### src/rtl/linear_interp_upsampler_top_defines.svh
// Assertion macros for the upsampler.
`ifndef LINEAR_INTERP_UPSAMPLER_TOP_DEFINES_SVH
`define LINEAR_INTERP_UPSAMPLER_TOP_DEFINES_SVH

// same-cycle implication
`define LIP_ASSERT_NOW(lbl, ante, cons, msg) \
    lbl: assert property (@(posedge aclk) disable iff (!aresetn) (ante) |-> (cons)) \
        else $error(msg);

// next-cycle implication
`define LIP_ASSERT_NEXT(lbl, ante, cons, msg) \
    lbl: assert property (@(posedge aclk) disable iff (!aresetn) (ante) |=> (cons)) \
        else $error(msg);

`endif

### src/rtl/lip_pkg.sv
package lip_pkg;

    localparam int SAMPLE_WIDTH = 24;
    localparam int MAX_FACTOR   = 64;
    localparam int FACTOR_W     = 7;
    localparam int DIFF_W       = SAMPLE_WIDTH + 1;
    localparam int ALU_W        = FACTOR_W + 1;
    localparam int DIV_CNT_W    = $clog2(DIFF_W);
    localparam int OUT_SUM_W    = SAMPLE_WIDTH + 2;

    typedef enum logic [1:0] {
        ST_IDLE,
        ST_DIV,
        ST_FIX,
        ST_RUN
    } state_t;

    typedef struct packed {
        logic load;
        logic div_step;
        logic fix;
        logic emit;
        logic last;
    } ctl_t;

    function automatic logic [FACTOR_W-1:0] eff_factor(input logic [FACTOR_W-1:0] f);
        logic [FACTOR_W-1:0] r;
        if (f == '0) begin
            r = FACTOR_W'(1);
        end else if (f > FACTOR_W'(MAX_FACTOR)) begin
            r = FACTOR_W'(MAX_FACTOR);
        end else begin
            r = f;
        end
        return r;
    endfunction

endpackage

### src/rtl/linear_interp_upsampler_top.sv
// Flow: after the input transfer a bit-serial divide runs, then a fix-up step, then the run.
// A new input is taken only once the run has ended. During a run, one output per cycle while
// the output register is empty or the sink is ready. The divide/step compare unit is shared.
// Reset: synchronous active-low aresetn; factor returns to 1, previous sample to zero,
// sequencer to idle, output register empty.
module linear_interp_upsampler_top (
    input  logic                             aclk,
    input  logic                             aresetn,
    input  logic                             cfg_valid,
    output logic                             cfg_ready,
    input  logic [lip_pkg::FACTOR_W-1:0]     cfg_data,   // up_factor
    input  logic                             s_tvalid,
    output logic                             s_tready,
    input  logic [lip_pkg::SAMPLE_WIDTH-1:0] s_tdata,    // sample_in
    output logic                             m_tvalid,
    input  logic                             m_tready,
    output logic [lip_pkg::SAMPLE_WIDTH-1:0] m_tdata,    // sample_out
    output logic                             m_tlast     // run_last
);
    import lip_pkg::*;

    ctl_t                     ctl;
    logic                     s_fire;
    logic                     out_free;
    logic [FACTOR_W-1:0]      f_eff;

    logic [FACTOR_W-1:0]      factor_reg;
    logic [SAMPLE_WIDTH-1:0]  prev_reg;
    logic [SAMPLE_WIDTH-1:0]  base_reg;
    logic [DIFF_W-1:0]        dvd_reg;
    logic [FACTOR_W-1:0]      rem_reg;
    logic                     neg_reg;
    logic [DIFF_W-1:0]        qd_reg;
    logic [FACTOR_W-1:0]      rd_reg;
    logic [DIFF_W-1:0]        q_acc_reg;
    logic [FACTOR_W-1:0]      r_acc_reg;
    logic                     out_valid_reg, out_valid_next;
    logic [SAMPLE_WIDTH-1:0]  out_data_reg;
    logic                     out_last_reg;

    logic [DIFF_W-1:0]        diff;
    logic [DIFF_W-1:0]        mag;
    logic [ALU_W-1:0]         alu_a, alu_b, alu_diff;
    logic                     alu_ge;
    logic [DIFF_W-1:0]        q_step;
    logic [OUT_SUM_W-1:0]     out_sum;

    assign cfg_ready = 1'b1;
    assign f_eff     = eff_factor(factor_reg);
    assign s_fire    = s_tvalid & s_tready;
    assign out_free  = ~out_valid_reg | m_tready;

    lip_ctrl u_ctrl (
        .aclk     (aclk),
        .aresetn  (aresetn),
        .s_fire   (s_fire),
        .out_free (out_free),
        .factor   (f_eff),
        .s_ready  (s_tready),
        .ctl      (ctl)
    );

    lip_alu u_alu (
        .a    (alu_a),
        .b    (alu_b),
        .diff (alu_diff),
        .ge   (alu_ge)
    );

    always_comb begin
        priority if (ctl.fix) begin
            alu_a = {1'b0, f_eff};
            alu_b = {1'b0, rem_reg};
        end else if (ctl.div_step) begin
            alu_a = {rem_reg, dvd_reg[DIFF_W-1]};
            alu_b = {1'b0, f_eff};
        end else begin
            alu_a = {1'b0, r_acc_reg} + {1'b0, rd_reg};
            alu_b = {1'b0, f_eff};
        end
    end

    assign diff    = {s_tdata[SAMPLE_WIDTH-1], s_tdata} - {prev_reg[SAMPLE_WIDTH-1], prev_reg};
    assign mag     = diff[DIFF_W-1] ? (~diff + DIFF_W'(1)) : diff;
    assign q_step  = q_acc_reg + qd_reg + DIFF_W'(alu_ge);
    assign out_sum = {{2{base_reg[SAMPLE_WIDTH-1]}}, base_reg}
                   + {q_step[DIFF_W-1], q_step};

    always_ff @(posedge aclk) begin
        if (!aresetn) begin
            factor_reg <= FACTOR_W'(1);
            prev_reg   <= '0;
        end else begin
            if (cfg_valid) begin
                factor_reg <= cfg_data;
            end
            if (ctl.load) begin
                prev_reg <= s_tdata;
            end
        end
    end

    // divide, fix-up and stepping datapath
    always_ff @(posedge aclk) begin
        if (ctl.load) begin
            base_reg <= prev_reg;
            neg_reg  <= diff[DIFF_W-1];
            dvd_reg  <= mag;
            rem_reg  <= '0;
        end
        if (ctl.div_step) begin
            dvd_reg <= {dvd_reg[DIFF_W-2:0], alu_ge};
            rem_reg <= alu_ge ? alu_diff[FACTOR_W-1:0] : alu_a[FACTOR_W-1:0];
        end
        if (ctl.fix) begin
            q_acc_reg <= '0;
            r_acc_reg <= '0;
            if (neg_reg && rem_reg != '0) begin
                qd_reg <= ~dvd_reg;
                rd_reg <= alu_diff[FACTOR_W-1:0];
            end else if (neg_reg) begin
                qd_reg <= ~dvd_reg + DIFF_W'(1);
                rd_reg <= '0;
            end else begin
                qd_reg <= dvd_reg;
                rd_reg <= rem_reg;
            end
        end
        if (ctl.emit) begin
            q_acc_reg    <= q_step;
            r_acc_reg    <= alu_ge ? alu_diff[FACTOR_W-1:0] : alu_a[FACTOR_W-1:0];
            out_data_reg <= out_sum[SAMPLE_WIDTH-1:0];
            out_last_reg <= ctl.last;
        end
    end

    always_comb begin
        out_valid_next = out_valid_reg;
        if (ctl.emit) begin
            out_valid_next = 1'b1;
        end else if (m_tready) begin
            out_valid_next = 1'b0;
        end
    end

    always_ff @(posedge aclk) begin
        if (!aresetn) begin
            out_valid_reg <= 1'b0;
        end else begin
            out_valid_reg <= out_valid_next;
        end
    end

    assign m_tvalid = out_valid_reg;
    assign m_tdata  = out_data_reg;
    assign m_tlast  = out_last_reg;

`include "linear_interp_upsampler_top_defines.svh"

    `LIP_ASSERT_NEXT(a_busy_after_load, s_fire, !s_tready, "ready after accepted sample")
    `LIP_ASSERT_NEXT(a_last_is_input, ctl.emit && ctl.last, m_tdata == prev_reg && m_tlast,
        "last output of run differs from input sample")
    `LIP_ASSERT_NEXT(a_idle_after_run, ctl.emit && ctl.last, s_tready,
        "not ready after run end")
    `LIP_ASSERT_NOW(a_emit_no_overrun, ctl.emit, !m_tvalid || m_tready,
        "output register overwritten")

endmodule

### src/rtl/lip_alu.sv
// shared subtract-and-compare unit
module lip_alu (
    input  logic [lip_pkg::ALU_W-1:0] a,
    input  logic [lip_pkg::ALU_W-1:0] b,
    output logic [lip_pkg::ALU_W-1:0] diff,
    output logic                      ge
);
    import lip_pkg::*;

    logic [ALU_W:0] full;

    assign full = {1'b0, a} - {1'b0, b};
    assign diff = full[ALU_W-1:0];
    assign ge   = ~full[ALU_W];

endmodule

### src/rtl/lip_ctrl.sv
module lip_ctrl (
    input  logic                         aclk,
    input  logic                         aresetn,
    input  logic                         s_fire,
    input  logic                         out_free,
    input  logic [lip_pkg::FACTOR_W-1:0] factor,
    output logic                         s_ready,
    output lip_pkg::ctl_t                ctl
);
    import lip_pkg::*;

    localparam logic [DIV_CNT_W-1:0] DIV_LAST = DIV_CNT_W'(DIFF_W - 1);

    state_t                state_reg, state_next;
    logic [DIV_CNT_W-1:0]  cnt_reg, cnt_next;
    logic [FACTOR_W-1:0]   k_reg, k_next;

    always_ff @(posedge aclk) begin
        if (!aresetn) begin
            state_reg <= ST_IDLE;
            cnt_reg   <= '0;
            k_reg     <= '0;
        end else begin
            state_reg <= state_next;
            cnt_reg   <= cnt_next;
            k_reg     <= k_next;
        end
    end

    always_comb begin
        state_next = state_reg;
        cnt_next   = cnt_reg;
        k_next     = k_reg;
        unique case (state_reg)
            ST_IDLE: begin
                if (s_fire) begin
                    state_next = ST_DIV;
                    cnt_next   = DIV_LAST;
                end
            end
            ST_DIV: begin
                cnt_next = cnt_reg - DIV_CNT_W'(1);
                if (cnt_reg == '0) begin
                    state_next = ST_FIX;
                end
            end
            ST_FIX: begin
                state_next = ST_RUN;
                k_next     = FACTOR_W'(1);
            end
            ST_RUN: begin
                if (out_free) begin
                    k_next = k_reg + FACTOR_W'(1);
                    if (k_reg == factor) begin
                        state_next = ST_IDLE;
                    end
                end
            end
            default: state_next = ST_IDLE;
        endcase
    end

    always_comb begin
        s_ready      = 1'b0;
        ctl          = '0;
        unique case (state_reg)
            ST_IDLE: begin
                s_ready  = 1'b1;
                ctl.load = s_fire;
            end
            ST_DIV:  ctl.div_step = 1'b1;
            ST_FIX:  ctl.fix      = 1'b1;
            ST_RUN: begin
                ctl.emit = out_free;
                ctl.last = (k_reg == factor);
            end
            default: ctl = '0;
        endcase
    end

endmodule
### config.mk
export PLATFORM = sky130hd
export DESIGN_NAME = linear_interp_upsampler_top
export DESIGN_NICKNAME = d
export VERILOG_FILES = /design/src/rtl/lip_pkg.sv /design/src/rtl/linear_interp_upsampler_top.sv /design/src/rtl/lip_alu.sv /design/src/rtl/lip_ctrl.sv
export VERILOG_INCLUDE_DIRS = /design/src /design/src/rtl
export SDC_FILE = /design/constraint.sdc
export NUM_CORES = 1
export LEC_CHECK = 0
export BUFFER_PORTS_ARGS = -buffer_cell sky130_fd_sc_hd__buf_2
export CAP_MARGIN = 10
export CELL_PAD_IN_SITES_DETAIL_PLACEMENT = 0
export CELL_PAD_IN_SITES_GLOBAL_PLACEMENT = 1
export CORE_MARGIN = 5
export CORE_UTILIZATION = 53
export DETAILED_ROUTE_END_ITERATION = 16
export MAX_ROUTING_LAYER = met4
export PLACE_DENSITY = 0.86
export REMOVE_ABC_BUFFERS = 1
export SLEW_MARGIN = 15
export SYNTH_ARGS = -nofsm -noshare
export SYNTH_HDL_FRONTEND = slang
export SYNTH_HIERARCHICAL = 1
export SYNTH_SLANG_ARGS = --single-unit
### constraint.sdc
create_clock -name aclk -period 24.4 [get_ports aclk]
set_input_delay 2.44 -clock aclk [delete_from_list [all_inputs] [get_ports aclk]]
set_output_delay 2.44 -clock aclk [all_outputs]
set_load 0.01 [all_outputs]
==> results_dict.tcl <==
set metrics [dict create \
    cts_made_buffers 17 \
    syn_area_um2 12800 \
    maxCapViolations 0 \
    ant_nets 0 \
    grt_pass1_wl_mm 46.0 \
    clk_latency_ns 0.43 \
    worst_pin_slew_ns 1.15 \
    cp_data_required_time_ns 24.58 \
    drive_above_1_share 0.106 \
    hold_viol 0 \
    cp.arrival_ns 8.26 \
    worst_slack_ns 16.31 \
    status "completed" \
    place_worst_setup_slack_ns 16.46 \
    path_class "flop to flop" \
    setup_viol 0 \
    coreArea_um2 23600 \
    fin_util 0.591 \
    crit_buf_inv 5 \
    htreeDepth 4 \
    viasPerCell 5.69 \
    grt_pass1_vias 9204 \
    drt_iter0_markers 614 \
    syn_inst 1299 \
    top_level_ports 64 \
    rsz0062_at_grt "no" \
    n_antenna_cell 0 \
    clock_sinks 190 \
    fin_nets 1483 \
    cpPeakStageDelay_ns 0.55 \
    yosys_warnings 6 \
    final_cell_mix "144 x edfxtp_1, 92 x ha_1, 88 x xnor2_1" \
    cp-end-kind "flop" \
    regToRegSetupSlack_ns 16.31 \
    power_density_nw_per_um2 156 \
    finalCritPeriodShare 0.331 \
    start_kind "flop" \
    critPathMostFrequentCell "o21ai_0" \
    relSlewSlack 0.236 \
    cts.repair.resized 0 \
    wire_per_inst_um 16.5 \
    largest_register_ff_count 25 \
    dieHeight_um 165 \
    slew_violations 0 \
    cts_tree "done" \
    cp_top_family "compound AO/OA/AOI/OAI gates" \
    die_x_um 165 \
    syn_avg_cell_area_um2 9.83 \
    leakage_nw 5.32 \
    path_clk_slew_ns 0.08 \
    grt_overflow_total 0 \
    grt_antenna_before_repair 0 \
    fmax_mhz 124 \
    hold_buffers 0 \
    fin_skew_ns 0.0132 \
    grt_usage 0.217 \
    num_vias 9551 \
    final_common_cell "edfxtp_1" \
    wl_mm 27.6 \
    start_util 0.541 \
    port_buffers 62 \
    rows 56 \
    cp_slowest_cell "buf_4" \
    dieArea_um2 27300 \
    place_congestion 0.914 \
    fin_setup_tns_ns 0 \
    cts_setup_buffers 0 \
    cts-root-buf "clkbuf_16" \
    hp-class "flop to flop" \
    min_period_ns 8.09 \
    cts_max_path_buffers 2 \
    drt-pass1-iter-count 5 \
    area_delta_synth_final_pct 9.32 \
    drc 0 \
    crit_path_max_fanout 63 \
    dpl.hpwl_mm 20.6 \
    grt_max_degree 64 \
    vdd_drop_max_mv 0.0944 \
]
[layer usage]
layer  GRT usage  vias to the layer above  routed length (µm)
met3      0.0293                       20                1210
met2       0.325                      209               12000
li1            -                     4824                   -
met4      0.0510                        0                 349
met5           -                        -                   0
met1       0.315                     4498               14100
[power by group]
group          internal [mW]  total (mW)  switching [mW]
Combinational          0.561        1.28           0.721
Sequential             0.537       0.624          0.0866
Clock                  0.144       0.274           0.131
Total                   1.24        2.18           0.938
[worst reg2reg max path: cells and delay by family (launching register included)]
kind / cells / cell delay (ns)
xor+xnor: 2 / 0.31
simple gates: 5 / 0.67
flops: 1 / 0.36
buf+inv: 5 / 1.10
fa+ha+maj: 6 / 1.87
compound gates: 15 / 3.54
[cell type report]
cell class	instances	area [µm²]
fill	2039	9660
multi-input combinational	979	7030
sequential	190	5250
clock buffer	19	464
tap	319	399
timing repair buffer	68	355
inverter	91	342
clock inverter	13	115
[through the flow]
| stage | instances | power (mW) | area (µm²) | hold WS (ns) |
|---|---|---|---|---|
| after floorplan | 1260 | 1.60 | 12600 | 0.429 |
| after CTS | 1679 | 2.18 | 14000 | 0.464 |
| after detailed placement | 1647 | 1.89 | 13400 | 0.443 |
| after global routing | 1679 | 2.37 | 14000 | 0.483 |
| final | 1679 | 2.18 | 14000 | 0.463 |
| after global placement | 1647 | 1.86 | 13400 | 0.437 |
[path summary, 6_finish.rpt]
check	startpoint	end	cells past startpoint
hold / removal	prev_reg[21]	base_reg[21]	0
hold reg to reg	prev_reg[21]	base_reg[21]	0
setup / recovery	u_ctrl/state_reg[0]	m_tdata[23]	33
setup reg to reg	u_ctrl/state_reg[0]	m_tdata[23]	33
No activity file was read; power rests on OpenSTA's default activity.
